--- config.mk ---
export PLATFORM = sky130hd
export DESIGN_NAME = wait_queue_engine_top_flat
export DESIGN_NICKNAME = d
export VERILOG_FILES = /design/src/wqe_pkg.sv /design/src/wqe_req_if.sv /design/src/wqe_rsp_if.sv /design/src/wait_queue_engine_top.sv /design/src/wqe_ram.sv /design/src/wqe_seq.sv /design/src/flat_wrapper.sv
export SDC_FILE = /design/constraint.sdc
export NUM_CORES = 1
export LEC_CHECK = 0
export ABC_AREA = 1
export BUFFER_PORTS_ARGS = -buffer_cell sky130_fd_sc_hd__buf_2
export CORE_MARGIN = 2
export CORE_UTILIZATION = 56
export DETAILED_ROUTE_END_ITERATION = 6
export GPL_TIMING_DRIVEN = 0
export PLACE_DENSITY = 0.83
export SKIP_LAST_GASP = 1
export SLEW_MARGIN = 20
export SYNTH_ARGS = -nofsm -noshare
export SYNTH_HDL_FRONTEND = slang
export SYNTH_HIERARCHICAL = 1
export SYNTH_SLANG_ARGS = --single-unit
--- constraint.sdc ---
create_clock -name clock -period 5.9 [get_ports clock]
set_input_delay 0.885 -clock clock [delete_from_list [all_inputs] [get_ports clock]]
set_output_delay 0.885 -clock clock [all_outputs]
set_load 0.05 [all_outputs]
--- src/wqe_pkg.sv ---
// ============================================================================
// wqe_pkg: shared definitions for the wait queue engine
// Sizes, request and status codes, sequencer states and the result struct.
// ============================================================================
`default_nettype none

package wqe_pkg;

   localparam int QUEUE_DEPTH = 16;
   localparam int THREAD_BITS = 8;
   localparam longint unsigned MISSED_MAX = 65535;

   localparam int PTR_BITS    = (QUEUE_DEPTH > 1) ? $clog2(QUEUE_DEPTH) : 1;
   localparam int CNT_BITS    = $clog2(QUEUE_DEPTH + 1);
   localparam int MISSED_BITS = (MISSED_MAX > 1) ? $clog2(MISSED_MAX + 1) : 1;
   localparam int ENTRY_BITS  = THREAD_BITS + 1;

   typedef enum logic [1:0] {
      REQ_SLEEP   = 2'd0,
      REQ_WAKEUP  = 2'd1,
      REQ_TIMEOUT = 2'd2
   } req_kind_type;

   typedef enum logic [2:0] {
      ST_OK_ATOMIC   = 3'd0,
      ST_WOULD_BLOCK = 3'd1,
      ST_ENQUEUED    = 3'd2,
      ST_WOKEN       = 3'd3,
      ST_TIMED_OUT   = 3'd4,
      ST_NO_WAITER   = 3'd5,
      ST_IGNORED     = 3'd6
   } status_type;

   typedef enum logic [3:0] {
      S_IDLE,
      S_DISPATCH,
      S_WAKE_RD,
      S_WAKE_EMIT,
      S_ALL_DONE,
      S_SCAN_RD,
      S_SCAN_CHK,
      S_SHIFT_RD,
      S_SHIFT_WR,
      S_REMOVE_END,
      S_FINISH
   } state_type;

   // one result transaction handed from the sequencer to the output register
   typedef struct packed {
      logic        valid;
      status_type  status;
      logic [7:0]  out_thread;
      logic        arm_timer;
      logic [31:0] timer_value;
      logic        cancel_timer;
      logic [15:0] missed_now;
      logic        last;
   } emit_type;

endpackage

`default_nettype wire

--- src/wqe_req_if.sv ---
// ============================================================================
// wqe_req_if: request channel of the wait queue engine
// Valid/ready handshake carrying one sleep, wakeup or timeout transaction.
// ============================================================================
`default_nettype none

interface wqe_req_if;
   logic        valid;
   logic        ready;
   logic [1:0]  req_type;
   logic [7:0]  thread_id;
   logic [31:0] timeout_us;
   logic        nonblocking;
   logic        wake_all;

   modport source (
      output valid, req_type, thread_id, timeout_us, nonblocking, wake_all,
      input  ready
   );
   modport sink (
      input  valid, req_type, thread_id, timeout_us, nonblocking, wake_all,
      output ready
   );
endinterface

`default_nettype wire

--- src/wqe_rsp_if.sv ---
// ============================================================================
// wqe_rsp_if: result channel of the wait queue engine
// Valid/ready handshake carrying one result transaction.
// ============================================================================
`default_nettype none

interface wqe_rsp_if;
   logic        valid;
   logic        ready;
   logic [2:0]  status;
   logic [7:0]  out_thread;
   logic        arm_timer;
   logic [31:0] timer_value;
   logic        cancel_timer;
   logic [15:0] missed_now;
   logic        last;

   modport source (
      output valid, status, out_thread, arm_timer, timer_value, cancel_timer,
             missed_now, last,
      input  ready
   );
   modport sink (
      input  valid, status, out_thread, arm_timer, timer_value, cancel_timer,
             missed_now, last,
      output ready
   );
endinterface

`default_nettype wire

--- src/wait_queue_engine_top.sv ---
// ============================================================================
// wait_queue_engine_top: hardware wait queue with missed-wakeup counter
// Top level: request sequencer plus the result output register.
// ============================================================================
// A FIFO of up to QUEUE_DEPTH sleeping thread ids, each with a timer-armed
// bit, plus a saturating missed-wakeup counter. One request transaction is
// taken at a time; req_bus.ready is low from acceptance until the last result
// of that request has been loaded into the output register, and a new request
// can be taken in the cycle after that. Sleep, unknown requests, a timeout and
// a wakeup on an empty queue give one result, as does a single wakeup that
// finds a sleeper. Wake-all gives one woken result per queued sleeper
// followed by a no_waiter result. A timeout compares the entries one at a
// time up to the match and then moves each younger entry down to close the
// gap. The sleeper RAM has a single registered read port, which the
// sequencer walks one entry at a time; a stalled rsp_bus holds the sequencer.
// The RAM needs no clearing after reset: only entries below the fill count
// are ever read.
// ============================================================================
`default_nettype none

module wait_queue_engine_top (
   input  wire logic clock,
   input  wire logic reset,
   wqe_req_if.sink   req_bus,
   wqe_rsp_if.source rsp_bus
);

   wqe_pkg::emit_type emit;
   wqe_pkg::emit_type rsp_data_ff, rsp_data_in;
   logic              rsp_valid_ff, rsp_valid_in;
   logic              slot_free;

   // output register is free when empty or being drained this cycle
   assign slot_free = !rsp_valid_ff || rsp_bus.ready;

   wqe_seq u_seq (
      .clock     (clock),
      .reset     (reset),
      .req_bus   (req_bus),
      .slot_free (slot_free),
      .emit      (emit)
   );

   always_comb begin
      rsp_data_in  = rsp_data_ff;
      rsp_valid_in = rsp_valid_ff;
      if (emit.valid) begin
         rsp_data_in  = emit;
         rsp_valid_in = 1'b1;
      end else if (rsp_bus.ready) begin
         rsp_valid_in = 1'b0;
      end
   end

   always_ff @(posedge clock) begin
      if (reset) begin
         rsp_valid_ff <= 1'b0;
      end else begin
         rsp_valid_ff <= rsp_valid_in;
      end
   end

   always_ff @(posedge clock) begin
      rsp_data_ff <= rsp_data_in;
   end

   assign rsp_bus.valid        = rsp_valid_ff;
   assign rsp_bus.status       = rsp_data_ff.status;
   assign rsp_bus.out_thread   = rsp_data_ff.out_thread;
   assign rsp_bus.arm_timer    = rsp_data_ff.arm_timer;
   assign rsp_bus.timer_value  = rsp_data_ff.timer_value;
   assign rsp_bus.cancel_timer = rsp_data_ff.cancel_timer;
   assign rsp_bus.missed_now   = rsp_data_ff.missed_now;
   assign rsp_bus.last         = rsp_data_ff.last;

   // a new request transaction is never taken while one is in progress
   a_busy_after_accept: assert property (@(posedge clock) disable iff (reset)
      req_bus.valid && req_bus.ready |=> !req_bus.ready)
      else $error("request accepted while previous one still in progress");

   // results are only loaded when the output register can take them
   a_emit_needs_slot: assert property (@(posedge clock) disable iff (reset)
      emit.valid |-> slot_free)
      else $error("result loaded over an undelivered result");

   // the last result of a request frees the request side
   a_ready_after_last: assert property (@(posedge clock) disable iff (reset)
      emit.valid && emit.last |=> req_bus.ready)
      else $error("request side not ready after last result");

   // intermediate wake-all results keep the request side closed
   a_busy_mid_burst: assert property (@(posedge clock) disable iff (reset)
      emit.valid && !emit.last |=> !req_bus.ready)
      else $error("request side opened in the middle of a wake-all burst");

endmodule

`default_nettype wire

--- src/wqe_ram.sv ---
// ============================================================================
// wqe_ram: generic single-write, single-read RAM
// One write port, one read port, read data registered.
// ============================================================================
`default_nettype none

module wqe_ram #(
   parameter int WIDTH = 8,
   parameter int DEPTH = 16
) (
   input  wire logic                                   clock,
   input  wire logic                                   we,
   input  wire logic [((DEPTH > 1) ? $clog2(DEPTH) : 1)-1:0] waddr,
   input  wire logic [WIDTH-1:0]                       wdata,
   input  wire logic [((DEPTH > 1) ? $clog2(DEPTH) : 1)-1:0] raddr,
   output logic      [WIDTH-1:0]                       rdata
);

   logic [WIDTH-1:0] mem_ff [DEPTH];
   logic [WIDTH-1:0] rdata_ff;

   always_ff @(posedge clock) begin
      if (we) begin
         mem_ff[waddr] <= wdata;
      end
      rdata_ff <= mem_ff[raddr];
   end

   assign rdata = rdata_ff;

endmodule

`default_nettype wire

--- src/wqe_seq.sv ---
// ============================================================================
// wqe_seq: wait queue sequencer
// Circular queue of sleepers in RAM, walked one entry at a time by a single
// id comparator and pointer stepper.
// ============================================================================
`default_nettype none

module wqe_seq (
   input  wire logic         clock,
   input  wire logic         reset,
   wqe_req_if.sink           req_bus,
   input  wire logic         slot_free,
   output wqe_pkg::emit_type emit
);

   localparam int PB = wqe_pkg::PTR_BITS;
   localparam int CB = wqe_pkg::CNT_BITS;
   localparam int TB = wqe_pkg::THREAD_BITS;
   localparam int MB = wqe_pkg::MISSED_BITS;
   localparam int EB = wqe_pkg::ENTRY_BITS;

   // step a physical pointer with wrap
   function automatic logic [PB-1:0] ptr_inc(input logic [PB-1:0] p);
      if (p == PB'(wqe_pkg::QUEUE_DEPTH - 1)) begin
         return '0;
      end
      return p + PB'(1);
   endfunction

   wqe_pkg::state_type  state_ff, state_in;
   logic [CB-1:0]       count_ff, count_in;
   logic [PB-1:0]       head_ff, head_in;
   logic [PB-1:0]       tail_ff, tail_in;
   logic [MB-1:0]       missed_ff, missed_in;
   logic [PB-1:0]       ptr_ff, ptr_in;
   logic [CB-1:0]       idx_ff, idx_in;

   logic [1:0]          kind_ff, kind_in;
   logic [TB-1:0]       tid_ff, tid_in;
   logic [31:0]         tmo_ff, tmo_in;
   logic                nonblk_ff, nonblk_in;
   logic                all_ff, all_in;
   wqe_pkg::status_type pend_status_ff, pend_status_in;
   logic [7:0]          pend_thread_ff, pend_thread_in;
   logic                pend_arm_ff, pend_arm_in;

   logic                ram_we;
   logic [PB-1:0]       ram_waddr;
   logic [EB-1:0]       ram_wdata;
   logic [PB-1:0]       ram_raddr;
   logic [EB-1:0]       ram_rdata;
   logic                id_match;

   wqe_ram #(
      .WIDTH (EB),
      .DEPTH (wqe_pkg::QUEUE_DEPTH)
   ) u_ram (
      .clock (clock),
      .we    (ram_we),
      .waddr (ram_waddr),
      .wdata (ram_wdata),
      .raddr (ram_raddr),
      .rdata (ram_rdata)
   );

   // the shared comparator
   assign id_match = (ram_rdata[TB-1:0] == tid_ff);

   assign req_bus.ready = (state_ff == wqe_pkg::S_IDLE);

   always_comb begin
      case (state_ff)
         wqe_pkg::S_WAKE_RD, wqe_pkg::S_WAKE_EMIT: ram_raddr = head_ff;
         wqe_pkg::S_SHIFT_RD:                      ram_raddr = ptr_inc(ptr_ff);
         default:                                  ram_raddr = ptr_ff;
      endcase
   end

   always_comb begin
      state_in       = state_ff;
      count_in       = count_ff;
      head_in        = head_ff;
      tail_in        = tail_ff;
      missed_in      = missed_ff;
      ptr_in         = ptr_ff;
      idx_in         = idx_ff;
      kind_in        = kind_ff;
      tid_in         = tid_ff;
      tmo_in         = tmo_ff;
      nonblk_in      = nonblk_ff;
      all_in         = all_ff;
      pend_status_in = pend_status_ff;
      pend_thread_in = pend_thread_ff;
      pend_arm_in    = pend_arm_ff;
      ram_we         = 1'b0;
      ram_waddr      = ptr_ff;
      ram_wdata      = ram_rdata;
      emit           = '0;

      case (state_ff)
         wqe_pkg::S_IDLE: begin
            if (req_bus.valid) begin
               kind_in   = req_bus.req_type;
               tid_in    = TB'(req_bus.thread_id);
               tmo_in    = req_bus.timeout_us;
               nonblk_in = req_bus.nonblocking;
               all_in    = req_bus.wake_all;
               state_in  = wqe_pkg::S_DISPATCH;
            end
         end

         wqe_pkg::S_DISPATCH: begin
            pend_thread_in = 8'(tid_ff);
            pend_arm_in    = 1'b0;
            state_in       = wqe_pkg::S_FINISH;
            case (kind_ff)
               wqe_pkg::REQ_SLEEP: begin
                  if (missed_ff != '0) begin
                     missed_in      = missed_ff - MB'(1);
                     pend_status_in = wqe_pkg::ST_OK_ATOMIC;
                  end else if (nonblk_ff && (tmo_ff == '0)) begin
                     pend_status_in = wqe_pkg::ST_WOULD_BLOCK;
                  end else if (count_ff == CB'(wqe_pkg::QUEUE_DEPTH)) begin
                     pend_status_in = wqe_pkg::ST_IGNORED;
                  end else begin
                     ram_we         = 1'b1;
                     ram_waddr      = tail_ff;
                     ram_wdata      = {(tmo_ff != '0), tid_ff};
                     tail_in        = ptr_inc(tail_ff);
                     count_in       = count_ff + CB'(1);
                     pend_status_in = wqe_pkg::ST_ENQUEUED;
                     pend_arm_in    = (tmo_ff != '0);
                  end
               end
               wqe_pkg::REQ_WAKEUP: begin
                  if (count_ff != '0) begin
                     state_in = wqe_pkg::S_WAKE_RD;
                  end else if (all_ff) begin
                     state_in = wqe_pkg::S_ALL_DONE;
                  end else begin
                     if (missed_ff != MB'(wqe_pkg::MISSED_MAX)) begin
                        missed_in = missed_ff + MB'(1);
                     end
                     pend_status_in = wqe_pkg::ST_NO_WAITER;
                     pend_thread_in = '0;
                  end
               end
               wqe_pkg::REQ_TIMEOUT: begin
                  if (count_ff == '0) begin
                     pend_status_in = wqe_pkg::ST_IGNORED;
                  end else begin
                     ptr_in   = head_ff;
                     idx_in   = '0;
                     state_in = wqe_pkg::S_SCAN_RD;
                  end
               end
               default: begin
                  pend_status_in = wqe_pkg::ST_IGNORED;
                  pend_thread_in = '0;
               end
            endcase
         end

         wqe_pkg::S_WAKE_RD: begin
            state_in = wqe_pkg::S_WAKE_EMIT;
         end

         wqe_pkg::S_WAKE_EMIT: begin
            if (slot_free) begin
               emit.valid        = 1'b1;
               emit.status       = wqe_pkg::ST_WOKEN;
               emit.out_thread   = 8'(ram_rdata[TB-1:0]);
               emit.cancel_timer = ram_rdata[TB];
               emit.missed_now   = 16'(missed_ff);
               emit.last         = !all_ff;
               head_in           = ptr_inc(head_ff);
               count_in          = count_ff - CB'(1);
               if (!all_ff) begin
                  state_in = wqe_pkg::S_IDLE;
               end else if (count_ff == CB'(1)) begin
                  state_in = wqe_pkg::S_ALL_DONE;
               end else begin
                  state_in = wqe_pkg::S_WAKE_RD;
               end
            end
         end

         wqe_pkg::S_ALL_DONE: begin
            if (slot_free) begin
               emit.valid  = 1'b1;
               emit.status = wqe_pkg::ST_NO_WAITER;
               emit.last   = 1'b1;
               missed_in   = '0;
               state_in    = wqe_pkg::S_IDLE;
            end
         end

         wqe_pkg::S_SCAN_RD: begin
            state_in = wqe_pkg::S_SCAN_CHK;
         end

         wqe_pkg::S_SCAN_CHK: begin
            if (id_match) begin
               // close the gap by pulling the younger entries down one slot
               if ((idx_ff + CB'(1)) < count_ff) begin
                  state_in = wqe_pkg::S_SHIFT_RD;
               end else begin
                  state_in = wqe_pkg::S_REMOVE_END;
               end
            end else if ((idx_ff + CB'(1)) >= count_ff) begin
               pend_status_in = wqe_pkg::ST_IGNORED;
               pend_thread_in = 8'(tid_ff);
               pend_arm_in    = 1'b0;
               state_in       = wqe_pkg::S_FINISH;
            end else begin
               idx_in   = idx_ff + CB'(1);
               ptr_in   = ptr_inc(ptr_ff);
               state_in = wqe_pkg::S_SCAN_RD;
            end
         end

         wqe_pkg::S_SHIFT_RD: begin
            state_in = wqe_pkg::S_SHIFT_WR;
         end

         wqe_pkg::S_SHIFT_WR: begin
            ram_we    = 1'b1;
            ram_waddr = ptr_ff;
            ram_wdata = ram_rdata;
            ptr_in    = ptr_inc(ptr_ff);
            idx_in    = idx_ff + CB'(1);
            if ((idx_ff + CB'(2)) < count_ff) begin
               state_in = wqe_pkg::S_SHIFT_RD;
            end else begin
               state_in = wqe_pkg::S_REMOVE_END;
            end
         end

         wqe_pkg::S_REMOVE_END: begin
            tail_in        = ptr_ff;
            count_in       = count_ff - CB'(1);
            pend_status_in = wqe_pkg::ST_TIMED_OUT;
            pend_thread_in = 8'(tid_ff);
            pend_arm_in    = 1'b0;
            state_in       = wqe_pkg::S_FINISH;
         end

         wqe_pkg::S_FINISH: begin
            if (slot_free) begin
               emit.valid       = 1'b1;
               emit.status      = pend_status_ff;
               emit.out_thread  = pend_thread_ff;
               emit.arm_timer   = pend_arm_ff;
               emit.timer_value = pend_arm_ff ? tmo_ff : 32'd0;
               emit.missed_now  = 16'(missed_ff);
               emit.last        = 1'b1;
               state_in         = wqe_pkg::S_IDLE;
            end
         end

         default: begin
            state_in = wqe_pkg::S_IDLE;
         end
      endcase
   end

   always_ff @(posedge clock) begin
      if (reset) begin
         state_ff  <= wqe_pkg::S_IDLE;
         count_ff  <= '0;
         head_ff   <= '0;
         tail_ff   <= '0;
         missed_ff <= '0;
      end else begin
         state_ff  <= state_in;
         count_ff  <= count_in;
         head_ff   <= head_in;
         tail_ff   <= tail_in;
         missed_ff <= missed_in;
      end
   end

   always_ff @(posedge clock) begin
      ptr_ff         <= ptr_in;
      idx_ff         <= idx_in;
      kind_ff        <= kind_in;
      tid_ff         <= tid_in;
      tmo_ff         <= tmo_in;
      nonblk_ff      <= nonblk_in;
      all_ff         <= all_in;
      pend_status_ff <= pend_status_in;
      pend_thread_ff <= pend_thread_in;
      pend_arm_ff    <= pend_arm_in;
   end

endmodule

`default_nettype wire
--- src/flat_wrapper.sv ---
// flat-port wrapper written by rule: the top's interface ports become plain ports
module wait_queue_engine_top_flat 
  (clock, reset, req_bus_valid, req_bus_req_type, req_bus_thread_id, req_bus_timeout_us, req_bus_nonblocking, req_bus_wake_all, req_bus_ready, rsp_bus_valid, rsp_bus_status, rsp_bus_out_thread, rsp_bus_arm_timer, rsp_bus_timer_value, rsp_bus_cancel_timer, rsp_bus_missed_now, rsp_bus_last, rsp_bus_ready);
  wqe_req_if req_bus_i ();
  wqe_rsp_if rsp_bus_i ();
  input  wire logic clock;
  input  wire logic reset;
  input wire logic [$bits(req_bus_i.valid)-1:0] req_bus_valid;
  input wire logic [$bits(req_bus_i.req_type)-1:0] req_bus_req_type;
  input wire logic [$bits(req_bus_i.thread_id)-1:0] req_bus_thread_id;
  input wire logic [$bits(req_bus_i.timeout_us)-1:0] req_bus_timeout_us;
  input wire logic [$bits(req_bus_i.nonblocking)-1:0] req_bus_nonblocking;
  input wire logic [$bits(req_bus_i.wake_all)-1:0] req_bus_wake_all;
  output wire logic [$bits(req_bus_i.ready)-1:0] req_bus_ready;
  output wire logic [$bits(rsp_bus_i.valid)-1:0] rsp_bus_valid;
  output wire logic [$bits(rsp_bus_i.status)-1:0] rsp_bus_status;
  output wire logic [$bits(rsp_bus_i.out_thread)-1:0] rsp_bus_out_thread;
  output wire logic [$bits(rsp_bus_i.arm_timer)-1:0] rsp_bus_arm_timer;
  output wire logic [$bits(rsp_bus_i.timer_value)-1:0] rsp_bus_timer_value;
  output wire logic [$bits(rsp_bus_i.cancel_timer)-1:0] rsp_bus_cancel_timer;
  output wire logic [$bits(rsp_bus_i.missed_now)-1:0] rsp_bus_missed_now;
  output wire logic [$bits(rsp_bus_i.last)-1:0] rsp_bus_last;
  input wire logic [$bits(rsp_bus_i.ready)-1:0] rsp_bus_ready;
  assign req_bus_i.valid = req_bus_valid;
  assign req_bus_i.req_type = req_bus_req_type;
  assign req_bus_i.thread_id = req_bus_thread_id;
  assign req_bus_i.timeout_us = req_bus_timeout_us;
  assign req_bus_i.nonblocking = req_bus_nonblocking;
  assign req_bus_i.wake_all = req_bus_wake_all;
  assign req_bus_ready = req_bus_i.ready;
  assign rsp_bus_valid = rsp_bus_i.valid;
  assign rsp_bus_status = rsp_bus_i.status;
  assign rsp_bus_out_thread = rsp_bus_i.out_thread;
  assign rsp_bus_arm_timer = rsp_bus_i.arm_timer;
  assign rsp_bus_timer_value = rsp_bus_i.timer_value;
  assign rsp_bus_cancel_timer = rsp_bus_i.cancel_timer;
  assign rsp_bus_missed_now = rsp_bus_i.missed_now;
  assign rsp_bus_last = rsp_bus_i.last;
  assign rsp_bus_i.ready = rsp_bus_ready;
  wait_queue_engine_top u_core (.clock(clock), .reset(reset), .req_bus(req_bus_i), .rsp_bus(rsp_bus_i));
endmodule
Word-level counts from Yosys, hierarchy flattened
Memory sizes are Yosys's and may differ from the RTL's. A register that Yosys moved wholly into a read port is not among the register bits.
Cells that the tools add are included.
{"block": "classes", "add_sub_neg": 9, "eq_ne": 38, "magnitude_cmp": 3, "mux": 119, "reduce_logical": 31}
{"cell": "$mux W4", "count": 33}
{"cell": "$pmux W16 S2", "count": 3}
{"cell": "$mux W16", "count": 5}
{"cell": "$mux W45", "count": 1}
{"cell": "$mux W5", "count": 9}
{"cell": "$mux W9", "count": 5}
{"cell": "$pmux W4 S10", "count": 1}
{"cell": "$mux W17", "count": 2}
{"cell": "$logic_not A32 Y1", "count": 1}
{"cell": "$mux W32", "count": 1}
{"cell": "$mux W8", "count": 4}
{"cell": "$pmux W8 S2", "count": 2}
{"cell": "$reduce_bool A32 Y1", "count": 1}
{"cell": "$mux W1", "count": 30}
{"cell": "$pmux W5 S3", "count": 2}
{"cell": "$mux W3", "count": 9}
{"cell": "$eq A4 B4 Y1 const B", "count": 6}
{"cell": "$pmux W4 S2", "count": 3}
{"cell": "$pmux W4 S3", "count": 2}
{"cell": "$pmux W8 S3", "count": 1}
{"cell": "$ne A2 B2 Y1 const B", "count": 9}
{"cell": "$pmux W3 S3", "count": 2}
{"cell": "$add A16 B1 Y16 const B", "count": 1}
{"cell": "$eq A4 B3 Y1 const B", "count": 4}
{"cell": "37 further kinds", "count": 63}
{"block": "totals", "elab_cells": 224, "n_memories": 1, "out_inout_bits": 64, "reg_bits": 161, "ramBits": 144}
{"name": "u_core.u_seq.u_ram.mem_ff", "depth": 16, "width": 9, "read_ports": 1, "rd_clocked_by_memory_dff": 1, "write_ports": 1, "line_no": "wqe_ram.sv:19", "text": "logic [WIDTH-1:0] mem_ff [DEPTH];"}

Logic depth before layout (Yosys ltp)
Gate-level depths: netlist of the first run.
{"block": "depth", "depth_word": 13, "depth_mapped": 16}

Cells and area by module
The synthesis of the first run kept the hierarchy.
{"mod": "wqe_seq", "cells_per_inst": 910, "instances": 1, "area_per_inst_um2": 6677.7}
{"mod": "wqe_ram", "cells_per_inst": 615, "instances": 1, "area_per_inst_um2": 6502.5}
{"mod": "wait_queue_engine_top", "cells_per_inst": 67, "instances": 1, "area_per_inst_um2": 1904.3}

Worst setup path before layout of the first run
Ideal clock, no wire load.
{"block": "synth_path", "kind": "input-to-reg", "startpoint": "in rsp_bus_ready", "endpoint": "reg u_core.rsp_valid_ff, in the netlist u_core/rsp_bus.valid", "path_buffers": 2, "path_stages": 8, "t_arrival_ps": 4561, "setup_time_ps": 72, "setup_slack_ps": 1266, "required_time_ps": 5828, "path_cell_list": "inv_1 > nand2_2 > buf_2 > inv_2 > buf_1 > nor2_1 > inv_1 > a21oi_2"}
{"item": "from (decl)", "line_no": "flat_wrapper.sv:23", "text": "input wire logic [$bits(rsp_bus_i.ready)-1:0] rsp_bus_ready;"}
{"item": "to (signal assigned)", "line_no": "wait_queue_engine_top.sv:59", "text": "rsp_valid_ff <= rsp_valid_in;"}
{"item": "to (decl)", "line_no": "wait_queue_engine_top.sv:30", "text": "logic rsp_valid_ff, rsp_valid_in;"}

Worst setup path in the final report of the first run
{"block": "layout_path", "startpoint": "reg u_core.u_seq.tmo_ff[10]", "endpoint": "mem u_core/u_seq/u_ram/mem_ff[6][1] (netlist bit) (enable)"}
{"block": "layout_via", "elab_cells_between_ends": 12, "cone_classes": "mux (10); reduce/logical (2)"}
{"item": "from (decl)", "line_no": "wqe_seq.sv:40", "text": "logic [31:0] tmo_ff, tmo_in;"}
{"item": "from (signal assigned)", "line_no": "wqe_seq.sv:288", "text": "tmo_ff <= tmo_in;"}
{"item": "$logic_not A32 Y1", "line_no": "wqe_seq.sv:121", "text": "end else if (nonblk_ff && (tmo_ff == '0)) begin"}
{"item": "$logic_and A1 B1 Y1", "line_no": "wqe_seq.sv:121"}
{"item": "$mux W4", "line_no": "wqe_seq.sv:121"}
{"item": "$mux W4", "line_no": "wqe_seq.sv:118", "text": "if (missed_ff != '0) begin"}
{"item": "$mux W4", "line_no": "wqe_seq.sv:116", "text": "case (kind_ff)"}
{"item": "$mux W4", "line_no": "wqe_seq.sv:100", "text": "case (state_ff)"}
{"item": "named net u_core.u_seq.ram_waddr[3]", "line_no": "wqe_seq.sv:48", "text": "logic [PB-1:0] ram_waddr;"}
{"item": "to (decl)", "line_no": "wqe_ram.sv:19"}
The timed path passes the listed nets, and every way through them passes these cells.

==> out/qor.yml, run 1 <==
run_status:
  status: "finished clean"
detailed_routing:
  drt-vias-per-instance: 5.49
  drt-initial-drc-count: 1044
  wirelength_microns: 36300
  drc_errors: 0
  first_pass_iters: 7
  vias: 11600
  wl_per_cell_microns: 17.2
  ant_nets: 0
yosys:
  synth.largest_area_cell: "edfxtp_1"
  synth.most_common_cell: "nand2_1"
  ys_ff_latch: 314
  yosysSeqAreaShare: 0.597
  synth_cells: 1592
  synth_edf_count: 271
  syn_nets: 1678
  yosysUniqueCellTypes: 45
  synth_ff_type: "edfxtp_1"
  synth_top_area_frac: 0.539
  netlist_top_cells_area: "edfxtp_1 (54%), nand2_1 (10%), inv_1 (5.8%), dfxtp_1 (5.7%), nand3_1 (5.5%)"
  async_flop_share: 0
  synthTopCellsByCount: "nand2_1 (414), edfxtp_1 (271), inv_1 (233)"
  ys_warn_count: 6
  syn_area_sq_um: 15100
  avgSynthCellArea_sq_um: 9.48
finish:
  stdcell_area_sq_um: 17300
  diodes: 0
  multi_input_area_sq_um: 4840
  final_util: 0.646
  drive_gt1_frac: 0.157
  fillers: 2099
  area_growth_syn_to_layout_pct: 14.5
  regArea_sq_um: 9000
  nets: 1831
global_routing:
  grt_util_all_layers: 0.258
  antenna_found_initial: 0
  grt_pass1_wl_microns: 56900
  grt_max_degree: 30
  grt_overflow_total: 0
  grt_pass1_vias: 11300
power_and_ir_drop:
  p_per_area_nw_per_um2: 521
  p_leak_nw: 7.56
  vdd_drop_max_v: 0.000277
cts:
  cts.reportedPaths.clkPinSlew_ns: 0.06
  cts_buffers: 34
  ctsHtreeMaxLevel: 2
  clock_latency_ns: 0.50
  cts_buffer_depth: 3
  cts_resized: 0
  postCtsSetupBuffers: 0
  cts.sinks: 314
  holdBufCountCts: 0
  cts_tree: "yes"
  cts_root_buf: "clkbuf_16"
timing:
  worst_pin_slew_ns: 0.966
  max-slew-margin-rel: 0.354
  maxSlewViolCount: 0
  grt_setup_unrepaired: "false"
  period_minus_slack_ns: 3.49
  setup_viol: 0
  skew_ns: 0.0211
  fin_crit_sh: 0.591
  fmax_mhz: 287
  hold_viol_final: 0
die:
  dieArea_sq_um: 28300
  start_util: 0.564
  std_cell_rows: 60
  num_io_pins: 112
  core_area_sq_um: 26700
  fp.dieW_microns: 168
  chipHeight_microns: 168
worst_setup_path:
  required_ns: 6.03
  crit_chain: "nor2_1, nand2_1, nor2_1, nand2_1, nor2_1, nand2_1, nand3_2, buf_6, o21ai_1, nand3b_1, nor2_1"
  crit_buf_inv: 1
  cp_common_cell: "nor2_1"
  cp_max_fo: 10
  end_kind: "flip-flop"
  cp_slowest_cell: "nor2_1"
  cp.arrival_ns: 3.61
  path_delay_family: "simple AND/OR/NAND/NOR gates"
  r2r_setup_slack_ns: 2.41
  slowest_delay_ns: 0.77
  startpoint_type: "flip-flop"
  crit_type: "flip-flop to flip-flop"
hold_path:
  min_path_type: "flip-flop to flip-flop"
placed_design:
  placed_cell_area_sq_um: 16200
  dp_hpwl_microns: 25700
  io_buffers: 111
  gp_congestion: 0.955
job:
  maxCapViolCount: 0
[through the flow]
step | TNS (ns) | setup slack [ns] | power, mW | hold slack, ns | instances
4_1_cts | 0 | 2.41 | 8.97 | 0.485 | 2109
3_5_place_dp | 0 | 2.43 | 6.92 | 0.474 | 2050
2_1_floorplan | 0 | 1.27 | 5.84 | 0.474 | 1592
6_report | 0 | 2.41 | 9.00 | 0.482 | 2109
3_3_place_gp | -11.84 | -0.236 | 6.76 | 0.459 | 2044
5_1_grt | 0 | 2.11 | 9.51 | 0.501 | 2109
[area by class of cell]
type                       instances  share of cell area
clock buffer                      41              0.0532
clock inverter                    18             0.00891
inverter                         257              0.0564
multi-input combinational        978               0.280
tap                              341              0.0247
sequential                       314               0.521
timing repair buffer             117              0.0373
buffer                            43              0.0180
[power breakdown]
group          switching (mW)  internal (mW)
Sequential              0.232           3.08
Combinational            2.60           1.05
Clock                   0.833           1.20
[placed cells by master, fill, tap and decap left out, types with 3 or more instances in the layout]
cell type,n
ha_1,37
o21ai_1,12
nand2_2,4
buf_4,12
xnor2_1,10
clkinv_1,4
or2_2,3
inv_1,233
nor2_1,161
nand2_4,3
clkinvlp_4,4
o21ai_0,16
o211ai_1,3
a21oi_1,44
nand3_1,167
nor3_1,20
nand4_1,12
clkbuf_1,10
nand3_2,3
clkinv_2,7
nor2_4,10
buf_2,124
buf_6,13
dfxtp_1,43
inv_2,21
nand2_1,414
nand3b_1,6
xor2_1,14
nor2_2,8
o21ai_2,14
clkbuf_16,35
edfxtp_1,271
[final timing paths]
path                                 from                              end  cells past startpoint
setup / recovery  u_core/u_seq/tmo_ff[10]  u_core/u_seq/u_ram/mem_ff[6][1]                     11
hold / removal       u_core/rsp_bus.valid             u_core/rsp_bus.valid                      2
setup reg to reg  u_core/u_seq/tmo_ff[10]  u_core/u_seq/u_ram/mem_ff[6][1]                     11
hold reg to reg      u_core/rsp_bus.valid             u_core/rsp_bus.valid                      2
[state kept, by name (all words and copies together) (netlist names), 5 cells and up]
register                     cells
u_core/rsp_bus.missed_now       16
u_core/rsp_bus.out_thread        8
u_core/rsp_bus.timer_value      32
u_core/u_seq/count_ff            5
u_core/u_seq/idx_ff              5
u_core/u_seq/missed_ff          16
u_core/u_seq/pend_thread_ff      8
u_core/u_seq/tid_ff              8
u_core/u_seq/tmo_ff             32
u_core/u_seq/u_ram/mem_ff      144
u_core/u_seq/u_ram/rdata         9
[tightest hold or removal path: stages, from the launching register on]
cell and delay [ns]:
dfxtp_1 0.32, nand2_2 0.08, a21oi_2 0.05
[logic make-up (layout without fill, tap and decap cells)]
family          count (synthesis)  in the layout  synth area share
compound gates                103            103            0.0406
xor+xnor                       24             24            0.0139
fa+ha+maj                      38             38            0.0320
buf+inv                       300            476            0.0852
flops                         314            314             0.597
simple gates                  813            813             0.232
[layer usage]
layer  vias up  GRT usage  share of wire
met3       106     0.0562           0.10
met1      5368      0.333           0.40
met4         0     0.0975          0.036
met2       607      0.431           0.47
met5         -          0              0
li1       5490          -              -
(Power assumes the default switching activity.)
==> run 2: changes to the inputs <==
--- a/config.mk
+++ b/config.mk
@@ -8,10 +8,10 @@
 export ABC_AREA = 1
 export BUFFER_PORTS_ARGS = -buffer_cell sky130_fd_sc_hd__buf_2
 export CORE_MARGIN = 2
-export CORE_UTILIZATION = 56
+export CORE_UTILIZATION = 55
 export DETAILED_ROUTE_END_ITERATION = 6
 export GPL_TIMING_DRIVEN = 0
-export PLACE_DENSITY = 0.83
+export PLACE_DENSITY = 0.85
 export SKIP_LAST_GASP = 1
 export SLEW_MARGIN = 20
 export SYNTH_ARGS = -nofsm -noshare
==> constraint.sdc (replaced) <==
create_clock -name clock -period 3.1 [get_ports clock]
set_input_delay 0.465 -clock clock [delete_from_list [all_inputs] [get_ports clock]]
set_output_delay 0.465 -clock clock [all_outputs]
set_load 0.05 [all_outputs]
==> out/qor.yml, run 2 (synthesis results as in run 1) <==
timing:
  period_minus_slack_ns: 3.00  # -0.490 ns
  setup-tns-final_ns: 0  # unchanged
  hold_viol_final: 0  # unchanged
  setup_viol: 0  # unchanged
  fin_crit_sh: 0.966  # +0.375
  fmax_mhz: 334  # +16%
  maxSlewViolCount: 0  # unchanged
  holdWs_ns: 0.114  # -0.368 ns
  worst_pin_slew_ns: 0.905  # -0.0606 ns
  max-slew-margin-rel: 0.396  # +0.0427
  skew_ns: 0.0253  # +0.00419 ns
cts:
  cts_buffers: 34  # unchanged
  cts_buffer_depth: 3  # unchanged
  cts_tree: "yes"
  cts.reportedPaths.clkPinSlew_ns: 0.06  # about the same
  clock_latency_ns: 0.51  # about the same
  holdBufCountCts: 0  # unchanged
  cts_root_buf: "clkbuf_16"
  cts.sinks: 314  # unchanged
  ctsHtreeMaxLevel: 2  # unchanged
detailed_routing:
  first_pass_iters: 7  # unchanged
  drt-initial-drc-count: 1315  # +26%
  ant_nets: 0  # unchanged
  vias: 11800  # +2.1%
  wl_per_cell_microns: 17.2  # about the same
  drc_errors: 0  # unchanged
  drt-vias-per-instance: 5.55  # +1.1%
  wirelength_microns: 36700  # +1.0%
worst_setup_path:
  cp_slowest_cell: "edfxtp_1"
  crit_buf_inv: 5  # +4
  cp_max_fo: 10  # unchanged
  required_ns: 3.28  # -2.75 ns
  r2r_cells: 13  # +2
  crit_type: "flip-flop to flip-flop"
  cp.arrival_ns: 3.17  # -0.44 ns
  end_kind: "flip-flop"
  r2r-start: "u_core/u_seq/kind_ff[1]"
  r2r_setup_slack_ns: 0.10  # -2.31 ns
  cp_common_cell: "inv_1"
  path_delay_family: "simple AND/OR/NAND/NOR gates"
  startpoint_type: "flip-flop"
  r2r-end: "u_core/u_seq/u_ram/mem_ff[12][6]"
  crit_chain: "inv_1, ha_1, inv_1, nor2_4, inv_2, nor2_2, nand3_4, buf_6, nand2_1, o21ai_2, inv_1, nand2_1, nor2_4"
  slowest_delay_ns: 0.42  # -0.35 ns
finish:
  largest_reg_flops: 144  # unchanged
  stdcell_area_sq_um: 17800  # +3.1%
  multi_input_area_sq_um: 4990  # +3.0%
  diodes: 0  # unchanged
  area_growth_syn_to_layout_pct: 18.0
  mostFrequentLayoutCells: "nand2_1 (413), edfxtp_1 (271), inv_1 (232)"
  nets: 1851  # +1.1%
  registers.top_by_ff_count: "u_core/u_seq/u_ram/mem_ff"
  layout_commonest_cell: "nand2_1"
  fillers: 1912  # -8.9%
  drive_gt1_frac: 0.177  # +0.0206
  regArea_sq_um: 9000  # unchanged
  stdcell_count: 2129  # +0.95%
job:
  maxCapViolCount: 0  # unchanged
die:
  start_util: 0.560  # -0.00472
  chipHeight_microns: 170  # +0.88%
  dieArea_sq_um: 28800  # +1.8%
  core_area_sq_um: 27000  # +0.84%
  std_cell_rows: 60  # unchanged
  fp.dieW_microns: 170  # +0.88%
  num_io_pins: 112  # unchanged
placed_design:
  io_buffers: 111  # unchanged
  placed_cell_area_sq_um: 16200  # about the same
  gp_congestion: 0.906  # -5.2%
  dp_cells: 2050  # unchanged
  dp_hpwl_microns: 24600  # -4.1%
power_and_ir_drop:
  p_per_area_nw_per_um2: 982  # +88%
  vdd_drop_max_v: 0.000466  # +68%
  p_leak_nw: 7.72  # +2.1%
hold_path:
  whs_endpoint: "u_core/rsp_bus.valid"
  worstHoldStart: "reset"
  min_path_type: "input port to flip-flop"
  hold_depth: 2  # unchanged
global_routing:
  grtUsageMet2: 0.415  # -0.0161
  use_met3: 0.0476  # -0.00861
  top_usage_layer: "met2"
  grt_pass1_wl_microns: 54700  # -3.8%
  grt_overflow_total: 0  # unchanged
  grt_max_degree: 30  # unchanged
  grt_util_met1: 0.312  # -0.0214
  grt_util_all_layers: 0.243  # -0.0146
  antenna_found_initial: 0  # unchanged
  grt_pass1_vias: 11000  # -2.6%
run_status:
  status: "finished clean"
-- run 2: cell types whose count changed in the layout (fill, tap and decap cells not counted), moves of 2 or more --
cell / change
clkinv_4: +3
clkbuf_16: +3
inv_6: -2
nor2_2: +2
nor2_1: -17
nor2_4: +16
buf_12: +13
buf_4: +7
clkinv_2: -3
-- run 2: how the worst max path moves through the flow --
stage                        startpoint                          endpoint  slack [ns]  cells after the start
2_1_floorplan  u_core/u_seq/state_ff[3]               u_core/u_seq/all_ff        0.03                      5
3_3_place_gp   u_core/u_seq/count_ff[0]   u_core/u_seq/u_ram/mem_ff[0][8]       -0.92                      5
3_5_place_dp    u_core/u_seq/tmo_ff[14]   u_core/u_seq/u_ram/mem_ff[9][2]       -0.32                     11
4_1_cts         u_core/u_seq/tmo_ff[14]   u_core/u_seq/u_ram/mem_ff[4][2]       -0.15                     11
5_1_grt         u_core/u_seq/tmo_ff[20]   u_core/u_seq/u_ram/mem_ff[0][0]       -0.09                     13
6_report        u_core/u_seq/kind_ff[1]  u_core/u_seq/u_ram/mem_ff[12][6]        0.10                     13
-- run 2: repair_timing --
item / 4_1_cts / 5_1_grt
setup buffers: 0 / 19
setup endpoints to repair: 151 / 149
gates cloned: 0 / 1
gates resized for setup: 21 / 18
pin swaps: 0 / 14
-- run 2: final cells by class --
type | count | area share
plain buffers | 43 | 0.0174
clock buffers | 44 | 0.0553
clock inverters | 15 | 0.00788
inverters | 257 | 0.0550
multi-input cells | 979 | 0.280
flip-flops and latches | 314 | 0.506
well taps | 341 | 0.0240
repair buffers | 136 | 0.0544
-- run 2: report_power, final --
part / internal (mW) / switching [mW] / total [mW]
combinational: 2.11 / 5.06 / 7.17
clock: 2.41 / 1.59 / 4.00
sequential: 5.87 / 0.429 / 6.30
-- run 2: layer usage --
layer | vias up | share of wire
li1 | 5534 | -
met1 | 5485 | 0.39
met2 | 687 | 0.47
met3 | 104 | 0.10
met4 | 0 | 0.037
met5 | - | 0
-- run 2: stage by stage --
step | utilization | total power, mW | setup WS (ns)
floorplan | - | 11.1 | 0.0283
global placement | 0.597 | 12.8 | -0.918
detailed placement | 0.601 | 13.1 | -0.315
CTS | 0.645 | 17.2 | -0.151
global route | 0.660 | 18.3 | -0.0939
finish | 0.660 | 17.5 | 0.105
-- run 2: worst reg2reg max path, cell delays in order, from the launching register on --
cell and delay [ns]:
edfxtp_1 0.42, inv_1 0.12, ha_1 0.24, inv_1 0.13, nor2_4 0.15, inv_2 0.07, nor2_2 0.15, nand3_4 0.18
buf_6 0.22, nand2_1 0.08, o21ai_2 0.08, inv_1 0.10, nand2_1 0.31, nor2_4 0.40
